==> config.mk <==
export PLATFORM = sky130hd
export DESIGN_NAME = indexed_shift_list
export DESIGN_NICKNAME = d
export VERILOG_FILES = /design/src/rtl/isl_pkg.sv /design/src/rtl/isl_cell.sv /design/src/rtl/indexed_shift_list.sv
export SDC_FILE = /design/constraint.sdc
export NUM_CORES = 2
export LEC_CHECK = 0
export ABC_CLOCK_PERIOD_IN_PS = 11920
export BUFFER_PORTS_ARGS = -buffer_cell sky130_fd_sc_hd__buf_2
export CAP_MARGIN = 20
export CORE_UTILIZATION = 45
export CTS_CLUSTER_SIZE = 40
export DETAILED_ROUTE_END_ITERATION = 10
export GPL_TIMING_DRIVEN = 0
export PLACE_DENSITY = 0.59
export SETUP_SLACK_MARGIN = 0.15
export SYNTH_ARGS = -nofsm -noshare
export SYNTH_HDL_FRONTEND = slang
export SYNTH_SLANG_ARGS = --single-unit
==> constraint.sdc <==
create_clock -name i_clk -period 11.92 [get_ports i_clk]
set_input_delay 2.384 -clock i_clk [delete_from_list [all_inputs] [get_ports i_clk]]
set_output_delay 2.384 -clock i_clk [all_outputs]
set_load 0.01 [all_outputs]
==> src/rtl/isl_pkg.sv <==
`timescale 1ns / 1ps

package isl_pkg;

    // List geometry
    localparam int DEPTH   = 16;
    localparam int WIDTH   = 32;

    // Fixed port field widths
    localparam int REQ_W   = 3;
    localparam int POS_W   = 4;
    localparam int VAL_W   = 32;
    localparam int DATA_W  = 32;
    localparam int STAT_W  = 2;
    localparam int COUNT_W = 5;

    // Derived widths
    localparam int IDX_W   = (DEPTH > 1) ? $clog2(DEPTH) : 1;
    localparam int CNT_W   = $clog2(DEPTH + 1);
    localparam int CMP_W   = (CNT_W > POS_W) ? CNT_W : POS_W;

    typedef enum logic [REQ_W-1:0] {
        REQ_APPEND = 3'd0,
        REQ_INSERT = 3'd1,
        REQ_REMOVE = 3'd2,
        REQ_POP    = 3'd3,
        REQ_READ   = 3'd4,
        REQ_WRITE  = 3'd5
    } t_req;

    typedef enum logic [STAT_W-1:0] {
        ST_OK    = 2'd0,
        ST_FULL  = 2'd1,
        ST_EMPTY = 2'd2,
        ST_INDEX = 2'd3
    } t_status;

    // What every cell does this cycle
    typedef enum logic [1:0] {
        ACT_HOLD   = 2'd0,
        ACT_INSERT = 2'd1,
        ACT_REMOVE = 2'd2,
        ACT_PUT    = 2'd3
    } t_act;

    // Command broadcast along the chain
    typedef struct packed {
        t_act             act;
        logic [CMP_W-1:0] pos;
        logic [CMP_W-1:0] held;
        logic [WIDTH-1:0] val;
    } t_cell_cmd;

endpackage

==> src/rtl/isl_cell.sv <==
`timescale 1ns / 1ps

module isl_cell (
    input  logic                      i_clk,
    input  isl_pkg::t_cell_cmd        i_cmd,
    input  logic [isl_pkg::IDX_W-1:0] i_index,
    input  logic [isl_pkg::WIDTH-1:0] i_left,
    input  logic [isl_pkg::WIDTH-1:0] i_right,
    output logic [isl_pkg::WIDTH-1:0] o_data
);
    import isl_pkg::*;

    logic [WIDTH-1:0] r_entry;
    logic [WIDTH-1:0] n_entry;
    logic [CMP_W-1:0] w_idx;

    assign w_idx  = CMP_W'(i_index);
    assign o_data = r_entry;

    always_comb begin
        n_entry = r_entry;
        case (i_cmd.act)
            ACT_INSERT: begin
                // take the new value at the slot, shift later entries up
                if (w_idx == i_cmd.pos) begin
                    n_entry = i_cmd.val;
                end else if (w_idx > i_cmd.pos && w_idx <= i_cmd.held) begin
                    n_entry = i_left;
                end
            end
            ACT_REMOVE: begin
                // close the gap: pull from the right neighbor
                if (w_idx >= i_cmd.pos && (w_idx + CMP_W'(1)) < i_cmd.held) begin
                    n_entry = i_right;
                end
            end
            ACT_PUT: begin
                if (w_idx == i_cmd.pos) begin
                    n_entry = i_cmd.val;
                end
            end
            default: begin
                n_entry = r_entry;
            end
        endcase
    end

    always_ff @(posedge i_clk) begin
        r_entry <= n_entry;
    end

endmodule

==> src/rtl/indexed_shift_list.sv <==
`timescale 1ns / 1ps

// Ordered list of DEPTH entries kept in a chain of cells, one entry per cell.
// Input channel (i_in_valid / o_in_stall) carries one request: append,
// insert at i_position, remove at i_position, pop, read or write. The
// output channel (o_out_valid / i_out_stall) returns exactly one result per
// request: the data taken out, a status (ok, full, empty, bad index), the
// entry count after the request and the empty / full flags.
// A result is registered and appears in the cycle after its request is
// accepted; all cells shift in parallel on the same edge. Throughput:
// one request per cycle while the receiver keeps up.
// The single output register decouples the sides: a new request is taken
// whenever that register is empty or its result is being taken in the same
// cycle. While the receiver stalls with a result pending, o_in_stall is high
// and the pending result holds steady.
// A failing request (full, empty, bad index) changes nothing and returns
// zero data. Unused request codes return ok with zero data.
// Reset (synchronous, active low) empties the list and drops any pending
// result; cell contents are not cleared since only entries below the count
// are ever read.

module indexed_shift_list (
    input  logic                        i_clk,
    input  logic                        i_rst_n,
    input  logic                        i_in_valid,
    output logic                        o_in_stall,
    input  logic [isl_pkg::REQ_W-1:0]   i_req_type,
    input  logic [isl_pkg::POS_W-1:0]   i_position,
    input  logic [isl_pkg::VAL_W-1:0]   i_value,
    output logic                        o_out_valid,
    input  logic                        i_out_stall,
    output logic [isl_pkg::DATA_W-1:0]  o_data_out,
    output logic [isl_pkg::STAT_W-1:0]  o_status,
    output logic [isl_pkg::COUNT_W-1:0] o_entry_count,
    output logic                        o_is_empty,
    output logic                        o_is_full
);
    import isl_pkg::*;

    // list count
    logic [CNT_W-1:0]   r_held;
    logic [CNT_W-1:0]   n_held;

    // result register
    logic               r_out_valid;
    logic [DATA_W-1:0]  r_data;
    logic [STAT_W-1:0]  r_status;
    logic [COUNT_W-1:0] r_count;
    logic               r_empty;
    logic               r_full;

    logic               w_accept;
    t_cell_cmd          w_cmd;
    t_act               w_act;
    t_status            w_status;
    logic [DATA_W-1:0]  w_data;
    logic [IDX_W-1:0]   w_rd_idx;
    logic [WIDTH-1:0]   w_rd_data;
    logic [CMP_W-1:0]   w_pos;
    logic [CMP_W-1:0]   w_held;
    logic [CMP_W-1:0]   w_cmd_pos;
    logic               w_is_full;
    logic               w_is_empty;
    logic [WIDTH-1:0]   w_entry [DEPTH];

    // Accept whenever the result slot is free or drains this cycle
    assign o_in_stall = r_out_valid && i_out_stall;
    assign w_accept   = i_in_valid && !o_in_stall;

    assign w_pos      = CMP_W'(i_position);
    assign w_held     = CMP_W'(r_held);
    assign w_is_full  = (r_held == CNT_W'(DEPTH));
    assign w_is_empty = (r_held == '0);

    // One read port into the chain: pop reads the tail, the rest read at the index
    assign w_rd_data  = w_entry[w_rd_idx];

    // Decode the request and check it against the current count
    always_comb begin
        w_act     = ACT_HOLD;
        w_status  = ST_OK;
        w_data    = '0;
        w_cmd_pos = w_pos;
        w_rd_idx  = IDX_W'(i_position);
        n_held    = r_held;
        case (t_req'(i_req_type))
            REQ_APPEND: begin
                if (w_is_full) begin
                    w_status = ST_FULL;
                end else begin
                    w_act     = ACT_PUT;
                    w_cmd_pos = w_held;
                    n_held    = r_held + CNT_W'(1);
                end
            end
            REQ_INSERT: begin
                if (w_is_full) begin
                    w_status = ST_FULL;
                end else if (w_pos > w_held) begin
                    w_status = ST_INDEX;
                end else begin
                    w_act  = ACT_INSERT;
                    n_held = r_held + CNT_W'(1);
                end
            end
            REQ_REMOVE: begin
                if (w_is_empty) begin
                    w_status = ST_EMPTY;
                end else if (w_pos >= w_held) begin
                    w_status = ST_INDEX;
                end else begin
                    w_act  = ACT_REMOVE;
                    w_data = DATA_W'(w_rd_data);
                    n_held = r_held - CNT_W'(1);
                end
            end
            REQ_POP: begin
                // the tail simply falls out of the count; cells keep their data
                w_rd_idx = IDX_W'(r_held - CNT_W'(1));
                if (w_is_empty) begin
                    w_status = ST_EMPTY;
                end else begin
                    w_data = DATA_W'(w_rd_data);
                    n_held = r_held - CNT_W'(1);
                end
            end
            REQ_READ: begin
                if (w_is_empty) begin
                    w_status = ST_EMPTY;
                end else if (w_pos >= w_held) begin
                    w_status = ST_INDEX;
                end else begin
                    w_data = DATA_W'(w_rd_data);
                end
            end
            REQ_WRITE: begin
                if (w_is_empty) begin
                    w_status = ST_EMPTY;
                end else if (w_pos >= w_held) begin
                    w_status = ST_INDEX;
                end else begin
                    w_act = ACT_PUT;
                end
            end
            default: begin
                w_status = ST_OK;
            end
        endcase
    end

    // Broadcast the command; cells act only on an accepted request
    always_comb begin
        w_cmd.act  = w_accept ? w_act : ACT_HOLD;
        w_cmd.pos  = w_cmd_pos;
        w_cmd.held = w_held;
        w_cmd.val  = WIDTH'(i_value);
    end

    // Chain of cells; each sees both neighbors, the ends see zero
    for (genvar g = 0; g < DEPTH; g++) begin : g_cell
        logic [WIDTH-1:0] w_left;
        logic [WIDTH-1:0] w_right;

        if (g == 0) begin : g_first
            assign w_left = '0;
        end else begin : g_mid_l
            assign w_left = w_entry[g-1];
        end

        if (g == DEPTH - 1) begin : g_last
            assign w_right = '0;
        end else begin : g_mid_r
            assign w_right = w_entry[g+1];
        end

        isl_cell u_cell (
            .i_clk   (i_clk),
            .i_cmd   (w_cmd),
            .i_index (IDX_W'(g)),
            .i_left  (w_left),
            .i_right (w_right),
            .o_data  (w_entry[g])
        );
    end

    // Count register and output control
    always_ff @(posedge i_clk) begin
        if (!i_rst_n) begin
            r_held      <= '0;
            r_out_valid <= 1'b0;
        end else begin
            if (w_accept) begin
                r_held      <= n_held;
                r_out_valid <= 1'b1;
            end else if (!i_out_stall) begin
                r_out_valid <= 1'b0;
            end
        end
    end

    // Result payload: load on accept, hold otherwise
    always_ff @(posedge i_clk) begin
        if (w_accept) begin
            r_data   <= w_data;
            r_status <= w_status;
            r_count  <= COUNT_W'(n_held);
            r_empty  <= (n_held == '0);
            r_full   <= (n_held == CNT_W'(DEPTH));
        end
    end

    assign o_out_valid   = r_out_valid;
    assign o_data_out    = r_data;
    assign o_status      = r_status;
    assign o_entry_count = r_count;
    assign o_is_empty    = r_empty;
    assign o_is_full     = r_full;

endmodule

==> impl_metrics.csv <==
group,metric,value,unit
placement,placed_area,0.0326,sq mm
logic_synthesis,synth_fp_nets,2417,
route,ant_nets,0,
sta,fin_setup_tns,0,ps
worst_hold_path,hold_path_depth,3,
clock_network,cts.hold.buffers_added,0,
logic_synthesis,netlist_top_cells_area,"edfxtp_1, mux4_2, o22ai_1",
clock_network,cts.clk_slew.worst_paths,50,ps
final_layout,area_delta_synth_final,14.1,%
final_layout,fillers,5802,
setup_path,rrSetupSlack,5720,ps
placement,gp_congestion,1.00,
sta,maxSlewHeadroom,0.0838,
clock_network,postCtsSetupRepairBufs,0,
placement,portBuffers,85,
route,avgViaCountPerCell,7.57,
clock_network,clock_sinks,559,
setup_path,path_common_cell,"buf_16",
global_route,antenna_found_initial,1,
worst_hold_path,hold_class,"reg2reg",
sta,setup_viol,0,
floorplanning,core_area,0.0670,sq mm
worst_hold_path,hold_path_end,"o_out_valid$_SDFFE_PN0P_",
logic_synthesis,syn_area,0.0305,sq mm
logic_synthesis,ys_seq_area_frac,0.549,
worst_hold_path,min-delay-start,"o_out_valid$_SDFFE_PN0P_",
setup_path,critical_path.cell_chain,"buf_2, ha_1, nor2b_1, o311ai_4, nand3_1, o21ai_2, nand4_1, clkbuf_1, o32ai_4, buf_16, buf_16",
setup_path,rr_startpoint,"r_held[0]$_SDFFE_PN0P_",
logic_synthesis,ys_warn_count,0,
setup_path,crit_slowest_cell,"nand4_1",
route,route.vias.total,26260,
floorplanning,dieHeight,262,um
logic_synthesis,synth_common_cells,"edfxtp_1, a21oi_1, o22ai_1",
final_layout,fin_cells,3471,
sta,maxSlewViolCount,0,
logic_synthesis,ys_seq_elements,559,
sta,min_period,6810,ps
clock_network,cts_root_buf,"clkbuf_16",
power,p_leak,12.0,nW
global_route,gr-usage-all-layers,0.388,
route,firstDrtPassIters,6,
route,drc_errors,0,
global_route,grt_max_degree,51,
logic_synthesis,synth-edff-count,553,
floorplanning,die_area,0.0687,sq mm
sta,tightest_slew,1370,ps
final_layout,seqCellArea,0.0167,sq mm
placement,hpwl,100000,um
clock_network,cts_resized,0,
floorplanning,start_util,0.454,
power,irDropWorstVdd,0.000105,V
floorplanning,ios,86,
setup_path,critPathMaxStageDelay,930,ps
logic_synthesis,yosys.area.top_type,"edfxtp_1",
placement,place_inst,3350,
sta,setup_slack,5110,ps
route,drt_iter0_drc,5090,
logic_synthesis,synth_top_area_frac,0.545,
setup_path,r2r-end,"g_cell[11].u_cell.o_data[18]$_DFFE_PP_",
sta,hold_slack,593,ps
setup_path,cp_max_fo,17,
sta,timing_hold_violations_final,0,
logic_synthesis,netlist_instances,2365,
floorplanning,row_count,95,
setup_path,crit_buf_inv,4,
route,drt-total-wl,134000,um
setup_path,arrival,7150,ps
setup_path,critical_path_class,"in2reg",
clock_network,worst_skew_pair.late_latency,640,ps
logic_synthesis,ys.flop_type,"edfxtp_1",
sta,fin_crit_sh,0.571,
final_layout,utilization,0.518,
final_layout,layout-drive-gt1-share,0.212,
clock_network,cts_buffers,66,
setup_path,r2r_cells,13,
placement,dp_slack,4720,ps
logic_synthesis,avgSynthCellArea,12.9,sq um
power,p_total,5.20,mW
logic_synthesis,ys_types,83,
global_route,grt_overflow_total,0,
clock_network,cts_tree,"yes",
setup_path,crit_family,"compound AO/OA/AOI/OAI gates",
final_layout,fin_nets,2601,
global_route,grt_pass1_wl,186000,um
setup_path,worst_setup_path_start_kind,"input port",
sta,clock_skew,34.2,ps
final_layout,final_area,0.0348,sq mm
sta,rsz0062_at_grt,"no",
logic_synthesis,synthArstFlopShare,0,
route,wl_per_cell,38.7,um
global_route,grt_pass1_vias,24346,
status,status,"finished, final reports clean",
sta,max_freq,0.147,GHz
logic_synthesis,yosys.cell_count.top_type,"edfxtp_1",
setup_path,required,12260,ps
floorplanning,dieWidth,262,um
clock_network,cts_max_path_buffers,3,
job,cap_violations,0,
setup_path,setup.worst_path.end_class,"register",
power,power_density,150,mW/mm^2
final_layout,multi_input_area,0.0125,sq mm
clock_network,htreeDepth,3,
-- sequential cells by signal (all words and copies together) (netlist names) --
name and flops:
g_cell.u_cell.o_data 512, o_data_out 32, o_entry_count 5, o_is_empty 1, o_is_full 1, o_out_valid 1
o_status 2, r_held 5
-- layout by cell type, fill, tap and decap left out, types with 6 or more instances in the layout --
| master | netlist | layout |
|---|---|---|
| buf_6 | 6 | 12 |
| buf_8 | 3 | 9 |
| clkinv_2 | 0 | 8 |
| a211oi_1 | 35 | 35 |
| nand2b_1 | 7 | 7 |
| a21o_1 | 69 | 68 |
| o21ai_2 | 6 | 6 |
| clkbuf_1 | 53 | 62 |
| a22oi_1 | 34 | 34 |
| nor3_1 | 12 | 12 |
| clkinv_1 | 33 | 46 |
| o21ai_1 | 34 | 34 |
| o21ai_0 | 40 | 39 |
| a221o_1 | 65 | 65 |
| or3_1 | 6 | 6 |
| mux4_2 | 128 | 128 |
| nor2_1 | 34 | 33 |
| nor2b_1 | 35 | 35 |
| a21oi_1 | 315 | 314 |
| nand3_1 | 21 | 21 |
| buf_12 | 4 | 8 |
| nand2_1 | 34 | 34 |
| mux2i_1 | 33 | 33 |
| buf_4 | 24 | 30 |
| ha_1 | 9 | 9 |
| buf_2 | 130 | 216 |
| inv_1 | 9 | 9 |
| and2_1 | 70 | 70 |
| o22ai_1 | 295 | 293 |
| bufinv_16 | 0 | 7 |
| clkbuf_16 | 0 | 67 |
| a22o_1 | 129 | 129 |
| buf_16 | 0 | 8 |
| dfxtp_1 | 6 | 6 |
| edfxtp_1 | 553 | 553 |
| a2111oi_1 | 28 | 28 |
-- routing by layer --
metal / routed length (um) / up-vias / global-route usage
met5: 119 / - / 0.0111
met4: 7390 / 4 / 0.188
met3: 22400 / 440 / 0.153
met2: 56000 / 2540 / 0.542
met1: 48600 / 12982 / 0.522
li1: - / 10294 / -
-- worst max-delay path by stage --
stage,startpoint,end,slack (ps),depth (start not counted)
final,i_position[1],g_cell[11].u_cell.o_data[18]$_DFFE_PP_,5110,11
after global routing,i_position[1],g_cell[11].u_cell.o_data[0]$_DFFE_PP_,5150,11
after CTS,i_position[1],g_cell[11].u_cell.o_data[0]$_DFFE_PP_,5370,11
after detailed placement,i_position[1],g_cell[11].u_cell.o_data[18]$_DFFE_PP_,4720,11
after global placement,i_out_stall,g_cell[2].u_cell.o_data[17]$_DFFE_PP_,-4590,7
after floorplan,i_out_stall,g_cell[2].u_cell.o_data[0]$_DFFE_PP_,1670,6
-- kinds of logic (layout without fill, tap and decap cells) --
| group | Yosys count | after routing | synth area share |
|---|---|---|---|
| buffers and inverters | 264 | 494 | 0.0456 |
| AOI/OAI and AO/OA | 1114 | 1114 | 0.247 |
| other | 0 | 3 | 0 |
| xor gates and xnor gates | 4 | 4 | 0.00115 |
| DFF | 559 | 559 | 0.549 |
| and+or+nand+nor | 252 | 252 | 0.0475 |
| muxes | 163 | 163 | 0.106 |
| adders and majority gates | 9 | 9 | 0.00370 |
-- worst register-to-register path: cells and delay by family (launching register included) --
family          cells  cell delay [ps]
simple gates        3             1350
flops               1              520
buf+inv             6             2120
compound gates      3             1560
fa+ha+maj           1              370
-- final cells by class --
| type | instances | share of cell area |
|---|---|---|
| sequential | 559 | 0.481 |
| antenna | 3 | 0.000216 |
| tap | 873 | 0.0314 |
| inverter | 43 | 0.00464 |
| multi-input combinational | 1542 | 0.359 |
| timing repair buffer | 116 | 0.0269 |
| clock inverter | 36 | 0.0114 |
| clock buffer | 78 | 0.0497 |
| buffer | 221 | 0.0354 |
-- power by group --
part / switching (mW) / internal, mW / leakage (nW) / total [mW]
combinational: 0.601 / 0.289 / 5.86 / 0.890
clock: 0.881 / 1.19 / 1.03 / 2.07
sequential: 0.0240 / 2.22 / 5.10 / 2.24
Power figures use the tool's default switching activity.
